<file path="src/hw/rtl/tams_pkg.sv">
`timescale 1ns / 1ps
`default_nettype none

package tams_pkg;

    // field widths
    localparam int unsigned FUNC_W = 3;
    localparam int unsigned TIME_W = 64;
    localparam int unsigned CMD_W  = 17;
    localparam int unsigned STEP_W = 4;
    localparam int unsigned MODE_W = 3;

    // stream word widths, padded to whole bytes
    localparam int unsigned S_DATA_W = 64;
    localparam int unsigned S_USER_W = 8;
    localparam int unsigned M_DATA_W = 24;

    // time base
    localparam int unsigned TICKS_PER_SECOND = 32768;
    localparam int unsigned MS_PER_SECOND    = 1000;

    // event codes
    localparam logic [FUNC_W-1:0] FUNC_TICK   = 3'd0;
    localparam logic [FUNC_W-1:0] FUNC_START  = 3'd1;
    localparam logic [FUNC_W-1:0] FUNC_STOP   = 3'd2;
    localparam logic [FUNC_W-1:0] FUNC_FOLD   = 3'd3;
    localparam logic [FUNC_W-1:0] FUNC_UNFOLD = 3'd4;

    // sequencer modes
    localparam logic [MODE_W-1:0] MODE_STOPPED  = 3'd0;
    localparam logic [MODE_W-1:0] MODE_STARTREQ = 3'd1;
    localparam logic [MODE_W-1:0] MODE_STARTED  = 3'd2;
    localparam logic [MODE_W-1:0] MODE_STOPREQ  = 3'd3;
    localparam logic [MODE_W-1:0] MODE_FOLD     = 3'd4;
    localparam logic [MODE_W-1:0] MODE_UNFOLD   = 3'd5;

    localparam logic [CMD_W-1:0] LIGHT_BIT = 17'h10000;

    // sequence lengths
    localparam int unsigned MAIN_LEN   = 14;
    localparam int unsigned FOLD_LEN   = 5;
    localparam int unsigned UNFOLD_LEN = 4;

    localparam int unsigned MAIN_IDX_W   = $clog2(MAIN_LEN);
    localparam int unsigned FOLD_IDX_W   = $clog2(FOLD_LEN);
    localparam int unsigned UNFOLD_IDX_W = $clog2(UNFOLD_LEN);

    // milliseconds to ticks, only ever called on constants
    function automatic logic [TIME_W-1:0] ms_to_ticks(input logic [TIME_W-1:0] ms);
        return (ms * TIME_W'(TICKS_PER_SECOND)) / TIME_W'(MS_PER_SECOND);
    endfunction

    // main sequence
    localparam logic [CMD_W-1:0] MAIN_CMD [MAIN_LEN] = '{
        17'h000, 17'h001, 17'h004, 17'h1A4, 17'h100, 17'h002, 17'h000,
        17'h001, 17'h200, 17'h058, 17'h040, 17'h010, 17'h008, 17'h002
    };
    localparam logic [TIME_W-1:0] MAIN_TICKS [MAIN_LEN] = '{
        ms_to_ticks(64'd1000), ms_to_ticks(64'd1400), ms_to_ticks(64'd2500),
        ms_to_ticks(64'd1600), ms_to_ticks(64'd3000), ms_to_ticks(64'd1400),
        ms_to_ticks(64'd1000), ms_to_ticks(64'd1400), ms_to_ticks(64'd4400),
        ms_to_ticks(64'd1600), ms_to_ticks(64'd175),  ms_to_ticks(64'd100),
        ms_to_ticks(64'd2300), ms_to_ticks(64'd1200)
    };

    // fold sequence
    localparam logic [CMD_W-1:0] FOLD_CMD [FOLD_LEN] = '{
        17'h000, 17'h002, 17'h068, 17'h020, 17'h040
    };
    localparam logic [TIME_W-1:0] FOLD_TICKS [FOLD_LEN] = '{
        ms_to_ticks(64'd0), ms_to_ticks(64'd100), ms_to_ticks(64'd4500),
        ms_to_ticks(64'd200), ms_to_ticks(64'd800)
    };

    // unfold sequence
    localparam logic [CMD_W-1:0] UNFOLD_CMD [UNFOLD_LEN] = '{
        17'h000, 17'h010, 17'h080, 17'h094
    };
    localparam logic [TIME_W-1:0] UNFOLD_TICKS [UNFOLD_LEN] = '{
        ms_to_ticks(64'd0), ms_to_ticks(64'd200), ms_to_ticks(64'd850),
        ms_to_ticks(64'd4500)
    };

    // held event between input register and core
    typedef struct packed {
        logic              valid;
        logic [FUNC_W-1:0] func;
        logic [TIME_W-1:0] now_ticks;
    } tams_event_t;

    // result from core to output register
    typedef struct packed {
        logic             valid;
        logic [CMD_W-1:0] motor_command;
    } tams_result_t;

    // sequencer state seen by the top level
    typedef struct packed {
        logic [MODE_W-1:0] mode;
        logic [STEP_W-1:0] step_index;
    } tams_status_t;

endpackage

`default_nettype wire

</file>
<file path="src/hw/rtl/tams_in_stage.sv">
`timescale 1ns / 1ps
`default_nettype none

module tams_in_stage
    import tams_pkg::*;
(
    input  wire logic                clk,
    input  wire logic                rst_n,
    input  wire logic                s_tvalid,
    output logic                     s_tready,
    input  wire logic [S_DATA_W-1:0] s_tdata,   // now_ticks[63:0]
    input  wire logic [S_USER_W-1:0] s_tuser,   // func[2:0], zero pad[7:3]
    input  wire logic                take,
    output tams_event_t              evt
);

    logic              valid_reg;
    logic              valid_next;
    logic [FUNC_W-1:0] func_reg;
    logic [TIME_W-1:0] now_reg;
    logic              accept;

    // ready when the register is empty or the held word leaves this cycle
    assign s_tready = !valid_reg || take;
    assign accept   = s_tvalid && s_tready;

    always_comb
    begin
        valid_next = valid_reg;
        if (accept)
        begin
            valid_next = 1'b1;
        end
        else if (take)
        begin
            valid_next = 1'b0;
        end
    end

    // valid flag
    always_ff @(posedge clk or negedge rst_n)
    begin
        if (!rst_n)
        begin
            valid_reg <= 1'b0;
        end
        else
        begin
            valid_reg <= valid_next;
        end
    end

    // payload
    always_ff @(posedge clk)
    begin
        if (accept)
        begin
            func_reg <= s_tuser[FUNC_W-1:0];
            now_reg  <= s_tdata[TIME_W-1:0];
        end
    end

    assign evt.valid     = valid_reg;
    assign evt.func      = func_reg;
    assign evt.now_ticks = now_reg;

endmodule

`default_nettype wire

</file>
<file path="src/hw/rtl/tams_core.sv">
`timescale 1ns / 1ps
`default_nettype none

module tams_core
    import tams_pkg::*;
(
    input  wire logic         clk,
    input  wire logic         rst_n,
    input  tams_event_t       evt,
    input  wire logic         fire,
    output tams_result_t      res,
    output tams_status_t      status
);

    logic [MODE_W-1:0] mode_reg;
    logic [MODE_W-1:0] mode_next;
    logic [STEP_W-1:0] step_reg;
    logic [STEP_W-1:0] step_next;
    logic [TIME_W-1:0] deadline_reg;
    logic [TIME_W-1:0] deadline_next;

    logic [STEP_W-1:0] seq_len;
    logic [STEP_W-1:0] step_inc;
    logic [STEP_W-1:0] step_adv;
    logic [CMD_W-1:0]  sel_cmd;
    logic [TIME_W-1:0] sel_ticks;
    logic [TIME_W-1:0] deadline_adv;
    logic              late;
    logic [CMD_W-1:0]  main_out;

    // length of the sequence being played
    always_comb
    begin
        case (mode_reg)
            MODE_FOLD:   seq_len = STEP_W'(FOLD_LEN);
            MODE_UNFOLD: seq_len = STEP_W'(UNFOLD_LEN);
            default:     seq_len = STEP_W'(MAIN_LEN);
        endcase
    end

    // next step with wrap at the sequence end
    assign step_inc = step_reg + 1'b1;
    assign step_adv = (step_inc >= seq_len) ? '0 : step_inc;

    // rom lookup of the next step
    always_comb
    begin
        case (mode_reg)
            MODE_FOLD:
            begin
                sel_cmd   = FOLD_CMD[step_adv[FOLD_IDX_W-1:0]];
                sel_ticks = FOLD_TICKS[step_adv[FOLD_IDX_W-1:0]];
            end
            MODE_UNFOLD:
            begin
                sel_cmd   = UNFOLD_CMD[step_adv[UNFOLD_IDX_W-1:0]];
                sel_ticks = UNFOLD_TICKS[step_adv[UNFOLD_IDX_W-1:0]];
            end
            default:
            begin
                sel_cmd   = MAIN_CMD[step_adv[MAIN_IDX_W-1:0]];
                sel_ticks = MAIN_TICKS[step_adv[MAIN_IDX_W-1:0]];
            end
        endcase
    end

    assign late         = evt.now_ticks > deadline_reg;
    assign deadline_adv = evt.now_ticks + sel_ticks;

    // light on while running, off while winding down
    assign main_out = (mode_reg == MODE_STOPREQ) ? (sel_cmd & ~LIGHT_BIT)
                                                 : (sel_cmd | LIGHT_BIT);

    // event handling
    always_comb
    begin
        mode_next         = mode_reg;
        step_next         = step_reg;
        deadline_next     = deadline_reg;
        res.valid         = 1'b0;
        res.motor_command = '0;
        if (fire)
        begin
            case (evt.func)
                FUNC_START:
                begin
                    if (mode_reg == MODE_STOPPED)
                    begin
                        mode_next = MODE_STARTREQ;
                    end
                end
                FUNC_STOP:
                begin
                    if (mode_reg == MODE_STARTED)
                    begin
                        mode_next = MODE_STOPREQ;
                    end
                end
                FUNC_FOLD, FUNC_UNFOLD:
                begin
                    if (mode_reg == MODE_STOPPED)
                    begin
                        mode_next     = (evt.func == FUNC_FOLD) ? MODE_FOLD : MODE_UNFOLD;
                        step_next     = '0;
                        deadline_next = '0;
                    end
                end
                FUNC_TICK:
                begin
                    case (mode_reg)
                        MODE_STARTREQ:
                        begin
                            mode_next     = MODE_STARTED;
                            step_next     = '0;
                            deadline_next = '0;
                        end
                        MODE_STARTED, MODE_STOPREQ:
                        begin
                            if (late)
                            begin
                                step_next         = step_adv;
                                deadline_next     = deadline_adv;
                                res.valid         = 1'b1;
                                res.motor_command = main_out;
                            end
                            // pending stop completes at step zero
                            if ((mode_reg == MODE_STOPREQ) && (step_next == '0))
                            begin
                                mode_next = MODE_STOPPED;
                            end
                        end
                        MODE_FOLD, MODE_UNFOLD:
                        begin
                            if (late)
                            begin
                                step_next         = step_adv;
                                deadline_next     = deadline_adv;
                                res.valid         = 1'b1;
                                res.motor_command = sel_cmd;
                                if (step_adv == '0)
                                begin
                                    mode_next = MODE_STOPPED;
                                end
                            end
                        end
                        default:
                        begin
                        end
                    endcase
                end
                default:
                begin
                end
            endcase
        end
    end

    // sequencer state
    always_ff @(posedge clk or negedge rst_n)
    begin
        if (!rst_n)
        begin
            mode_reg     <= MODE_STOPPED;
            step_reg     <= '1;
            deadline_reg <= '0;
        end
        else
        begin
            mode_reg     <= mode_next;
            step_reg     <= step_next;
            deadline_reg <= deadline_next;
        end
    end

    assign status.mode       = mode_reg;
    assign status.step_index = step_reg;

endmodule

`default_nettype wire

</file>
<file path="src/hw/rtl/tams_out_stage.sv">
`timescale 1ns / 1ps
`default_nettype none

module tams_out_stage
    import tams_pkg::*;
(
    input  wire logic                clk,
    input  wire logic                rst_n,
    input  tams_result_t             res,
    output logic                     room,
    output logic                     m_tvalid,
    input  wire logic                m_tready,
    output logic [M_DATA_W-1:0]      m_tdata    // motor_command[16:0], zero pad[23:17]
);

    logic             valid_reg;
    logic             valid_next;
    logic [CMD_W-1:0] cmd_reg;

    // a new result may land when the register is empty or drains now
    assign room = !valid_reg || m_tready;

    always_comb
    begin
        valid_next = valid_reg;
        if (res.valid)
        begin
            valid_next = 1'b1;
        end
        else if (m_tready)
        begin
            valid_next = 1'b0;
        end
    end

    // valid flag
    always_ff @(posedge clk or negedge rst_n)
    begin
        if (!rst_n)
        begin
            valid_reg <= 1'b0;
        end
        else
        begin
            valid_reg <= valid_next;
        end
    end

    // result word
    always_ff @(posedge clk)
    begin
        if (res.valid)
        begin
            cmd_reg <= res.motor_command;
        end
    end

    assign m_tvalid = valid_reg;
    assign m_tdata  = {(M_DATA_W - CMD_W)'(0), cmd_reg};

endmodule

`default_nettype wire

</file>
<file path="src/hw/rtl/timed_arm_motion_sequencer.sv">
`timescale 1ns / 1ps
`default_nettype none

// Timed arm motion sequencer. Each input word is one event: a tick carrying the
// current time in s_tdata, or a start, stop, fold or unfold request, with the event
// code in s_tuser. On a tick past the current deadline, while a table is playing,
// the block steps through one of three fixed motion tables and sends that step's
// motor mask on the master side; all other events send nothing. Throughput is one
// word per clock while the result register drains: the event sits in an input
// register; the table lookup, 64-bit deadline compare and add are combinational
// between it and the state and result registers, from which the word leaves on the
// master side. The only stall is a full result register that the consumer does not
// take, which holds the input register and drops s_tready.
module timed_arm_motion_sequencer
    import tams_pkg::*;
(
    input  wire logic                clk,
    input  wire logic                rst_n,
    input  wire logic                s_tvalid,
    output logic                     s_tready,
    input  wire logic [S_DATA_W-1:0] s_tdata,   // now_ticks[63:0]
    input  wire logic [S_USER_W-1:0] s_tuser,   // func[2:0], zero pad[7:3]
    output logic                     m_tvalid,
    input  wire logic                m_tready,
    output logic [M_DATA_W-1:0]      m_tdata    // motor_command[16:0], zero pad[23:17]
);

    tams_event_t  evt;
    tams_result_t res;
    tams_status_t status;
    logic         room;
    logic         fire;

    // core consumes the held word when the result register has room
    assign fire = evt.valid && room;

    tams_in_stage u_in (
        .clk      (clk),
        .rst_n    (rst_n),
        .s_tvalid (s_tvalid),
        .s_tready (s_tready),
        .s_tdata  (s_tdata),
        .s_tuser  (s_tuser),
        .take     (fire),
        .evt      (evt)
    );

    tams_core u_core (
        .clk    (clk),
        .rst_n  (rst_n),
        .evt    (evt),
        .fire   (fire),
        .res    (res),
        .status (status)
    );

    tams_out_stage u_out (
        .clk      (clk),
        .rst_n    (rst_n),
        .res      (res),
        .room     (room),
        .m_tvalid (m_tvalid),
        .m_tready (m_tready),
        .m_tdata  (m_tdata)
    );

    // a stalled result must never be overwritten
    assert property (@(posedge clk) disable iff (!rst_n)
        (m_tvalid && !m_tready) |-> !fire)
    else $error("core fired while result register stalled");

    // results come only from a playing sequence
    assert property (@(posedge clk) disable iff (!rst_n)
        res.valid |-> (status.mode == MODE_STARTED || status.mode == MODE_STOPREQ ||
                       status.mode == MODE_FOLD || status.mode == MODE_UNFOLD))
    else $error("result produced outside a playing mode");

    // step index stays inside the table being played
    assert property (@(posedge clk) disable iff (!rst_n)
        ((status.mode == MODE_FOLD) |-> (status.step_index < STEP_W'(FOLD_LEN))) and
        ((status.mode == MODE_UNFOLD) |-> (status.step_index < STEP_W'(UNFOLD_LEN))) and
        ((status.mode == MODE_STARTED) |-> (status.step_index < STEP_W'(MAIN_LEN))))
    else $error("step index beyond table length");

    // an event accepted into a full input register needs the old one consumed
    assert property (@(posedge clk) disable iff (!rst_n)
        (s_tvalid && s_tready && evt.valid) |-> fire)
    else $error("input register overwritten");

endmodule

`default_nettype wire

</file>
<file path="config.mk">
export PLATFORM = sky130hd
export DESIGN_NAME = timed_arm_motion_sequencer
export DESIGN_NICKNAME = d
export VERILOG_FILES = /design/src/hw/rtl/tams_pkg.sv /design/src/hw/rtl/tams_in_stage.sv /design/src/hw/rtl/tams_core.sv /design/src/hw/rtl/tams_out_stage.sv /design/src/hw/rtl/timed_arm_motion_sequencer.sv
export SDC_FILE = /design/constraint.sdc
export NUM_CORES = 1
export LEC_CHECK = 0
export BUFFER_PORTS_ARGS = -buffer_cell sky130_fd_sc_hd__buf_4
export CAP_MARGIN = 20
export CORE_MARGIN = 2
export CORE_UTILIZATION = 40
export CTS_CLUSTER_DIAMETER = 80
export DETAILED_ROUTE_END_ITERATION = 12
export GPL_TIMING_DRIVEN = 0
export PLACE_DENSITY = 0.6
export RECOVER_POWER = 100
export SLEW_MARGIN = 0
export SYNTH_ARGS = -nofsm -noshare
export SYNTH_HDL_FRONTEND = slang
export SYNTH_SLANG_ARGS = --single-unit
</file>
<file path="constraint.sdc">
create_clock -name clk -period 5.4 [get_ports clk]
set_input_delay 1.35 -clock clk [delete_from_list [all_inputs] [get_ports clk]]
set_output_delay 1.35 -clock clk [all_outputs]
set_load 0.05 [all_outputs]
</file>
==> results of run 1 <==
-- timing repair --
| item | CTS | global route |
|---|---|---|
| setup buffers | 5 | 10 |
| resized for setup | 20 | 20 |
| hold endpoints to repair | 0 | 0 |
| setup endpoints to repair | 58 | 44 |
| pin swaps | 4 | 4 |
-- critical path, cell delays in order (launching register included) --
cell and delay (ns):
dfstp_2 0.56, ha_1 0.30, ha_1 0.30, a21o_1 0.20, a31o_2 0.31, nor2_4 0.21
ha_4 0.22, nor2_2 0.06, a21oi_1 0.19, or2_2 0.19, a21oi_1 0.08, a21oi_2 0.28
ha_4 0.27, a21o_1 0.22, a2111oi_2 0.45, a22oi_2 0.21, buf_4 0.19, a31o_2 0.25
a21o_1 0.17, a21oi_1 0.18, xor2_1 0.18, o21ai_1 0.08
-- report_power, final --
part	switching (mW)	internal [mW]
Combinational	1.27	0.924
Sequential	0.163	1.47
Clock	0.535	0.662
-- layer usage --
metal | up-vias | global-route usage (%) | wire, um
met1 | 3445 | 25.48 | 10680
met5 | - | 0 | 0
met3 | 27 | 2.956 | 968
met2 | 168 | 30.06 | 10230
met4 | 0 | 5.620 | 346
li1 | 3680 | - | -
-- how the worst max path moves through the flow --
| stage | startpoint | endpoint | slack [ns] | cells after the start |
|---|---|---|---|---|
| floorplan | u_core.mode_reg[1]$_DFFE_PN0P_ | u_core.deadline_reg[59]$_DFFE_PN0P_ | 0.07 | 24 |
| detailed placement | u_core.mode_reg[1]$_DFFE_PN0P_ | u_core.deadline_reg[59]$_DFFE_PN0P_ | -1.80 | 24 |
| global route | u_core.mode_reg[2]$_DFFE_PN0P_ | u_core.deadline_reg[16]$_DFFE_PN0P_ | -0.08 | 23 |
| finish | u_core.step_reg[0]$_DFFE_PN1P_ | u_core.deadline_reg[16]$_DFFE_PN0P_ | 0.17 | 21 |
| CTS | u_core.mode_reg[1]$_DFFE_PN0P_ | u_core.deadline_reg[16]$_DFFE_PN0P_ | 0.05 | 24 |
| global placement | u_core.mode_reg[1]$_DFFE_PN0P_ | u_core.deadline_reg[63]$_DFFE_PN0P_ | -1.76 | 24 |
-- synth_stat cells, drive strengths merged, types with 5 or more instances --
| cell | count | area (um^2) |
|---|---|---|
| nand2 | 117 | 464.2 |
| nor3 | 17 | 85.08 |
| nor2 | 42 | 157.7 |
| clkbuf | 19 | 71.32 |
| and2 | 5 | 31.28 |
| nand4 | 35 | 231.5 |
| xor2 | 38 | 332.8 |
| and3 | 16 | 101.4 |
| buf | 22 | 182.7 |
| nand3 | 33 | 165.2 |
| a211oi | 7 | 57.55 |
| inv | 83 | 311.6 |
| nand2b | 6 | 37.54 |
| ha | 95 | 1189 |
| xnor2 | 27 | 236.5 |
| a21oi | 63 | 319.1 |
| or3 | 6 | 37.54 |
| a31oi | 10 | 62.56 |
| and4 | 6 | 52.55 |
| mux2i | 5 | 50.05 |
| edfxtp | 78 | 2342 |
| o21ai | 82 | 451.7 |
| dfrtp | 69 | 1727 |
| a21o | 20 | 150.1 |
-- kinds of logic (layout without fill, tap and decap cells) --
group,count (synthesis),in the layout,share of synthesized area [%]
multiplexers,5,5,0.5277
XOR/XNOR,65,65,6.002
buffers and inverters,125,254,6.002
flip-flops,151,151,44.00
adder cells (fa/ha/maj),96,96,12.74
AND/OR/NAND/NOR,298,298,15.83
AO/OA/AOI/OAI,223,223,14.85
other,1,13,0.03953
-- cell type report --
type	count	area (um^2)	area share, %
inverter	84	315.3	2.787
sequential	151	4175	36.90
tap	319	399.1	3.528
timing repair buffer	100	681.9	6.027
clock buffer	19	442.9	3.915
multi-input combinational	700	4920	43.48
clock inverter	13	136.4	1.205
buffer	38	244.0	2.156
-- stage by stage --
stage | area (um^2) | instances | util, %
2_1_floorplan | 9535 | 976 | -
3_3_place_gp | 10560 | 1378 | 45.11
3_5_place_dp | 10590 | 1379 | 45.24
4_1_cts | 11290 | 1414 | 48.26
5_1_grt | 11310 | 1424 | 48.35
6_report | 11310 | 1424 | 48.35
==> impl_metrics.py, run 1 <==
metrics = {
    "placed_design": {
        "pre_cts_slack_ns": -1.796,
        "io_buffers": 83,
        "gp_congestion": 0.8798,
        "hpwl_um": 15690,
    },
    "cells_and_area": {
        "nFillCells": 2272,
        "antenna_cells": 0,
        "layout_commonest_cell": "nand2_1",
        "drive_gt1_share_pct": 17.29,
        "layout_common_cells": "105 x nand2_1, 92 x ha_1, 80 x inv_1",
        "area_delta_synth_final_pct": 19.29,
        "nets": 1264,
    },
    "timing": {
        "final.min_clock_period_ns": 5.233,
        "maxSlewHeadroom_pct": -144.1,
        "clock_skew_ns": 0.01648,
        "fmax_mhz": 191.1,
        "tightest_slew_ns": 3.662,
        "postLayoutSetupSlackWorst_ns": 0.1671,
        "finalMaxSlewViolations": 140,
        "finalCritPeriodShare_pct": 96.91,
        "hold_ws_ns": 0.4805,
        "finalHoldViolCount": 0,
        "tns_ns": 0,
        "setup_viol_count_final": 0,
    },
    "grt": {
        "grt_pass1_wl_um": 36180,
        "grt_max_degree": 74,
        "grt_usage_pct": 18.50,
        "overflow": 0,
        "antenna_found_initial": 0,
        "grt_pass1_vias": 7110,
    },
    "setup_path": {
        "end_kind": "register",
        "critical_path_required_ns": 5.70,
        "rrSetupSlack_ns": 0.17,
        "reg2reg_depth": 21,
        "r2r_end": "u_core.deadline_reg[16]$_DFFE_PN0P_",
        "crit_path_max_fanout": 7,
        "timing_worst_setup_path_type": "register to register",
        "crit-reg2reg-launch": "u_core.step_reg[0]$_DFFE_PN1P_",
        "start_kind": "register",
        "critPathArrivalTime_ns": 5.53,
    },
    "floorplan": {
        "initial_core_util_pct": 40.53,
        "fp.dieH_um": 158.0,
        "die_area_um2": 24960,
        "die_w_um": 158.0,
        "core-area_um2": 23400,
        "rows": 56,
        "io_pins": 102,
    },
    "hold_path": {
        "hold_depth": 2,
        "hold_end": "u_core.deadline_reg[3]$_DFFE_PN0P_",
        "min_from": "u_core.deadline_reg[3]$_DFFE_PN0P_",
        "hp-class": "register to register",
    },
    "clock_tree": {
        "cts_made_buffers": 17,
        "cts_tree": "yes",
        "h-tree-depth": 4,
        "clkSlewWorstSetupHoldPaths_ns": 0.07,
        "max-clock-path-buffers": 2,
        "cts_sinks": 151,
        "cts_root_buffer": "clkbuf_16",
        "postCtsHoldBufs": 0,
        "insertion_delay_ns": 0.44,
    },
    "routing": {
        "postRouteAntennaNets": 0,
        "drtIter0Drc": 381,
        "vias": 7320,
        "wl_per_cell_um": 15.61,
        "drc": 0,
        "first_pass_iters": 5,
        "wl_um": 22220,
        "vias_per_cell": 5.140,
    },
    "yosys": {
        "ys_types": 69,
        "synthesis.area_um2": 9485,
        "yosys_warnings": 0,
        "syn_inst": 964,
        "async_reset_ff_share_pct": 48.34,
        "avgSynthCellArea_um2": 9.840,
        "synth_edf_count": 78,
        "yosysSeqAreaShare_pct": 44.00,
        "synth_ff_type": "edfxtp_1",
        "synth-seq-cells": 151,
    },
    "outcome": {
        "outcome": "finished, violations left",
        "violations": "max-capacitance violations, max-slew violations",
    },
    "power_and_ir_drop": {
        "p_per_area_nw_per_um2": 443.6,
        "leakagePower_nw": 4.726,
        "finalPower_mw": 5.020,
        "ir_drop_v": 0.0002014,
    },
    "run": {
        "maxCapViolCount": 4,
    },
}
(Power assumes the default switching activity.)
==> inputs of run 2 (changes only) <==
- CORE_MARGIN: 2 -> not set
- PLACE_DENSITY: 0.6 -> not set
- PLACE_DENSITY_LB_ADDON: not set -> 0.15
==> run 2 against run 1 <==
  * The flow still finishes with violations (max-capacitance violations, max-slew violations)
  * Design area increased by 0.27%
  * Cell count decreased by 0.49%
  * Sequential power about the same
  * Clock skew decreased by 0.0029 ns
  * Largest power group unchanged
  * Highest routed layer unchanged
==> impl_metrics.py, run 2 (synthesis results as in run 1) <==
metrics = {
    "routing": {
        "postRouteAntennaNets": 0,
        "wl_um": 21970,
        "drtIter0Drc": 316,
        "wl_per_cell_um": 15.50,
        "vias": 7248,
        "first_pass_iters": 5,
        "drc": 0,
        "vias_per_cell": 5.115,
    },
    "clock_tree": {
        "insertion_delay_ns": 0.43,
        "clkSlewWorstSetupHoldPaths_ns": 0.07,
        "h-tree-depth": 4,
        "cts_tree": "yes",
        "cts_sinks": 151,
        "cts_root_buffer": "clkbuf_16",
        "cts_made_buffers": 17,
        "max-clock-path-buffers": 2,
    },
    "placed_design": {
        "io_buffers": 83,
        "pre_cts_slack_ns": -1.862,
        "hpwl_um": 15830,
        "gp_congestion": 0.9042,
    },
    "timing": {
        "hold_ws_ns": 0.4827,
        "fmax_mhz": 194.7,
        "finalHoldViolCount": 0,
        "final.min_clock_period_ns": 5.135,
        "clock_skew_ns": 0.01362,
        "finalCritPeriodShare_pct": 95.10,
        "setup_viol_count_final": 0,
        "maxSlewHeadroom_pct": -131.1,
        "tightest_slew_ns": 3.466,
        "finalMaxSlewViolations": 107,
        "postLayoutSetupSlackWorst_ns": 0.2647,
    },
    "grt": {
        "grt_pass1_vias": 7053,
        "antenna_found_initial": 0,
        "grt_pass1_wl_um": 35960,
        "overflow": 0,
        "grt_usage_pct": 19.08,
        "grt_max_degree": 74,
    },
    "floorplan": {
        "die_area_um2": 24330,
        "rows": 55,
        "initial_core_util_pct": 41.39,
        "fp.dieH_um": 156.0,
        "die_w_um": 156.0,
        "io_pins": 102,
        "core-area_um2": 22920,
    },
    "cells_and_area": {
        "layout_commonest_cell": "nand2_1",
        "drive_gt1_share_pct": 17.21,
        "antenna_cells": 0,
        "nets": 1263,
        "layout_common_cells": "105 x nand2_1, 92 x ha_1, 82 x inv_1",
        "area_delta_synth_final_pct": 19.60,
    },
    "power_and_ir_drop": {
        "ir_drop_v": 0.0002053,
        "leakagePower_nw": 4.747,
        "p_per_area_nw_per_um2": 447.1,
    },
    "hold_path": {
        "hp-class": "register to register",
        "min_from": "u_core.deadline_reg[21]$_DFFE_PN0P_",
    },
    "setup_path": {
        "critPathArrivalTime_ns": 5.43,
        "end_kind": "register",
        "start_kind": "register",
        "crit_path_max_fanout": 7,
        "startpoint": "u_core.step_reg[0]$_DFFE_PN1P_",
        "timing_worst_setup_path_type": "register to register",
        "crit-reg2reg-launch": "u_core.step_reg[0]$_DFFE_PN1P_",
        "critical_path_required_ns": 5.70,
    },
    "outcome": {
        "outcome": "finished, violations left",
        "violations": "max-capacitance violations, max-slew violations",
    },
    "run": {
        "maxCapViolCount": 3,
    },
}
-- run 2: cell types whose count changed in the layout (fill, tap and decap cells not counted), sizes merged --
cell / delta
bufinv: +1
clkdlybuf4s25: -1
clkinv: -1
-- run 2: worst paths after layout --
kind | cells past startpoint | endpoint | slack, ns
max in group asynchronous | 1 | u_core.deadline_reg[49]$_DFFE_PN0P_ | 2.67
setup / recovery | 24 | u_core.deadline_reg[21]$_DFFE_PN0P_ | 0.26
hold / removal | 2 | u_core.deadline_reg[21]$_DFFE_PN0P_ | 0.48
hold reg to reg | 2 | u_core.deadline_reg[21]$_DFFE_PN0P_ | 0.48
setup reg to reg | 24 | u_core.deadline_reg[21]$_DFFE_PN0P_ | 0.26
min in group asynchronous | 1 | u_core.mode_reg[0]$_DFFE_PN0P_ | 1.52
-- run 2: worst max-delay path, stage by stage (launching register included) --
cell	delay (ns)
dfstp_2	0.57
nand3_2	0.14
xor2_4	0.27
inv_2	0.11
ha_1	0.33
a31oi_4	0.30
nand2_4	0.14
ha_4	0.22
nor2_2	0.12
a21oi_1	0.07
or2_4	0.28
a21oi_2	0.13
a21oi_2	0.07
buf_4	0.17
ha_2	0.36
nand3_1	0.09
or3_1	0.35
o211ai_1	0.15
a41oi_4	0.09
buf_4	0.18
or3_1	0.34
nand2b_4	0.11
and4_1	0.21
xnor2_1	0.11
o21ai_1	0.07
-- run 2: metal layers --
metal,vias to the layer above,global-route usage (%),wire length (um)
li1,3665,-,-
met1,3388,26.47,10830
met2,170,30.36,9879
met3,25,3.083,898
met4,0,5.976,362
met5,-,0,0
-- run 2: through the flow --
stage	area (um^2)	utilization (%)	instances	power, mW	TNS [ns]
3_5_place_dp	10580	46.17	1373	3.672	-70.59
3_3_place_gp	10550	46.04	1372	3.648	-68.34
4_1_cts	11340	49.47	1412	5.074	0
2_1_floorplan	9535	-	976	3.179	0
6_report	11340	49.51	1417	5.073	0
5_1_grt	11340	49.51	1417	5.481	-0.08093
-- run 2: final cells by class --
class / instances / area, um^2
multi-input cells: 700 / 4928
inverters: 84 / 315.3
clock buffers: 19 / 442.9
fillers: 2177 / 11570
well taps: 313 / 391.6
flip-flops and latches: 151 / 4175
plain buffers: 38 / 244.0
clock inverters: 13 / 162.7
repair buffers: 99 / 684.4
-- run 2: power breakdown --
| part | internal [mW] | switching, mW | leakage (nW) |
|---|---|---|---|
| Combinational | 0.936 | 1.26 | 2.73 |
| Clock | 0.711 | 0.532 | 0.288 |
| Sequential | 1.47 | 0.167 | 1.73 |
-- run 2: repair_timing --
| action | 4_1_cts | 5_1_grt |
|---|---|---|
| hold buffers | 0 | 0 |
| buffers inserted | 9 | 5 |
| gates resized for setup | 19 | 23 |
| setup endpoints to repair | 58 | 52 |
| pin swaps | 3 | 4 |
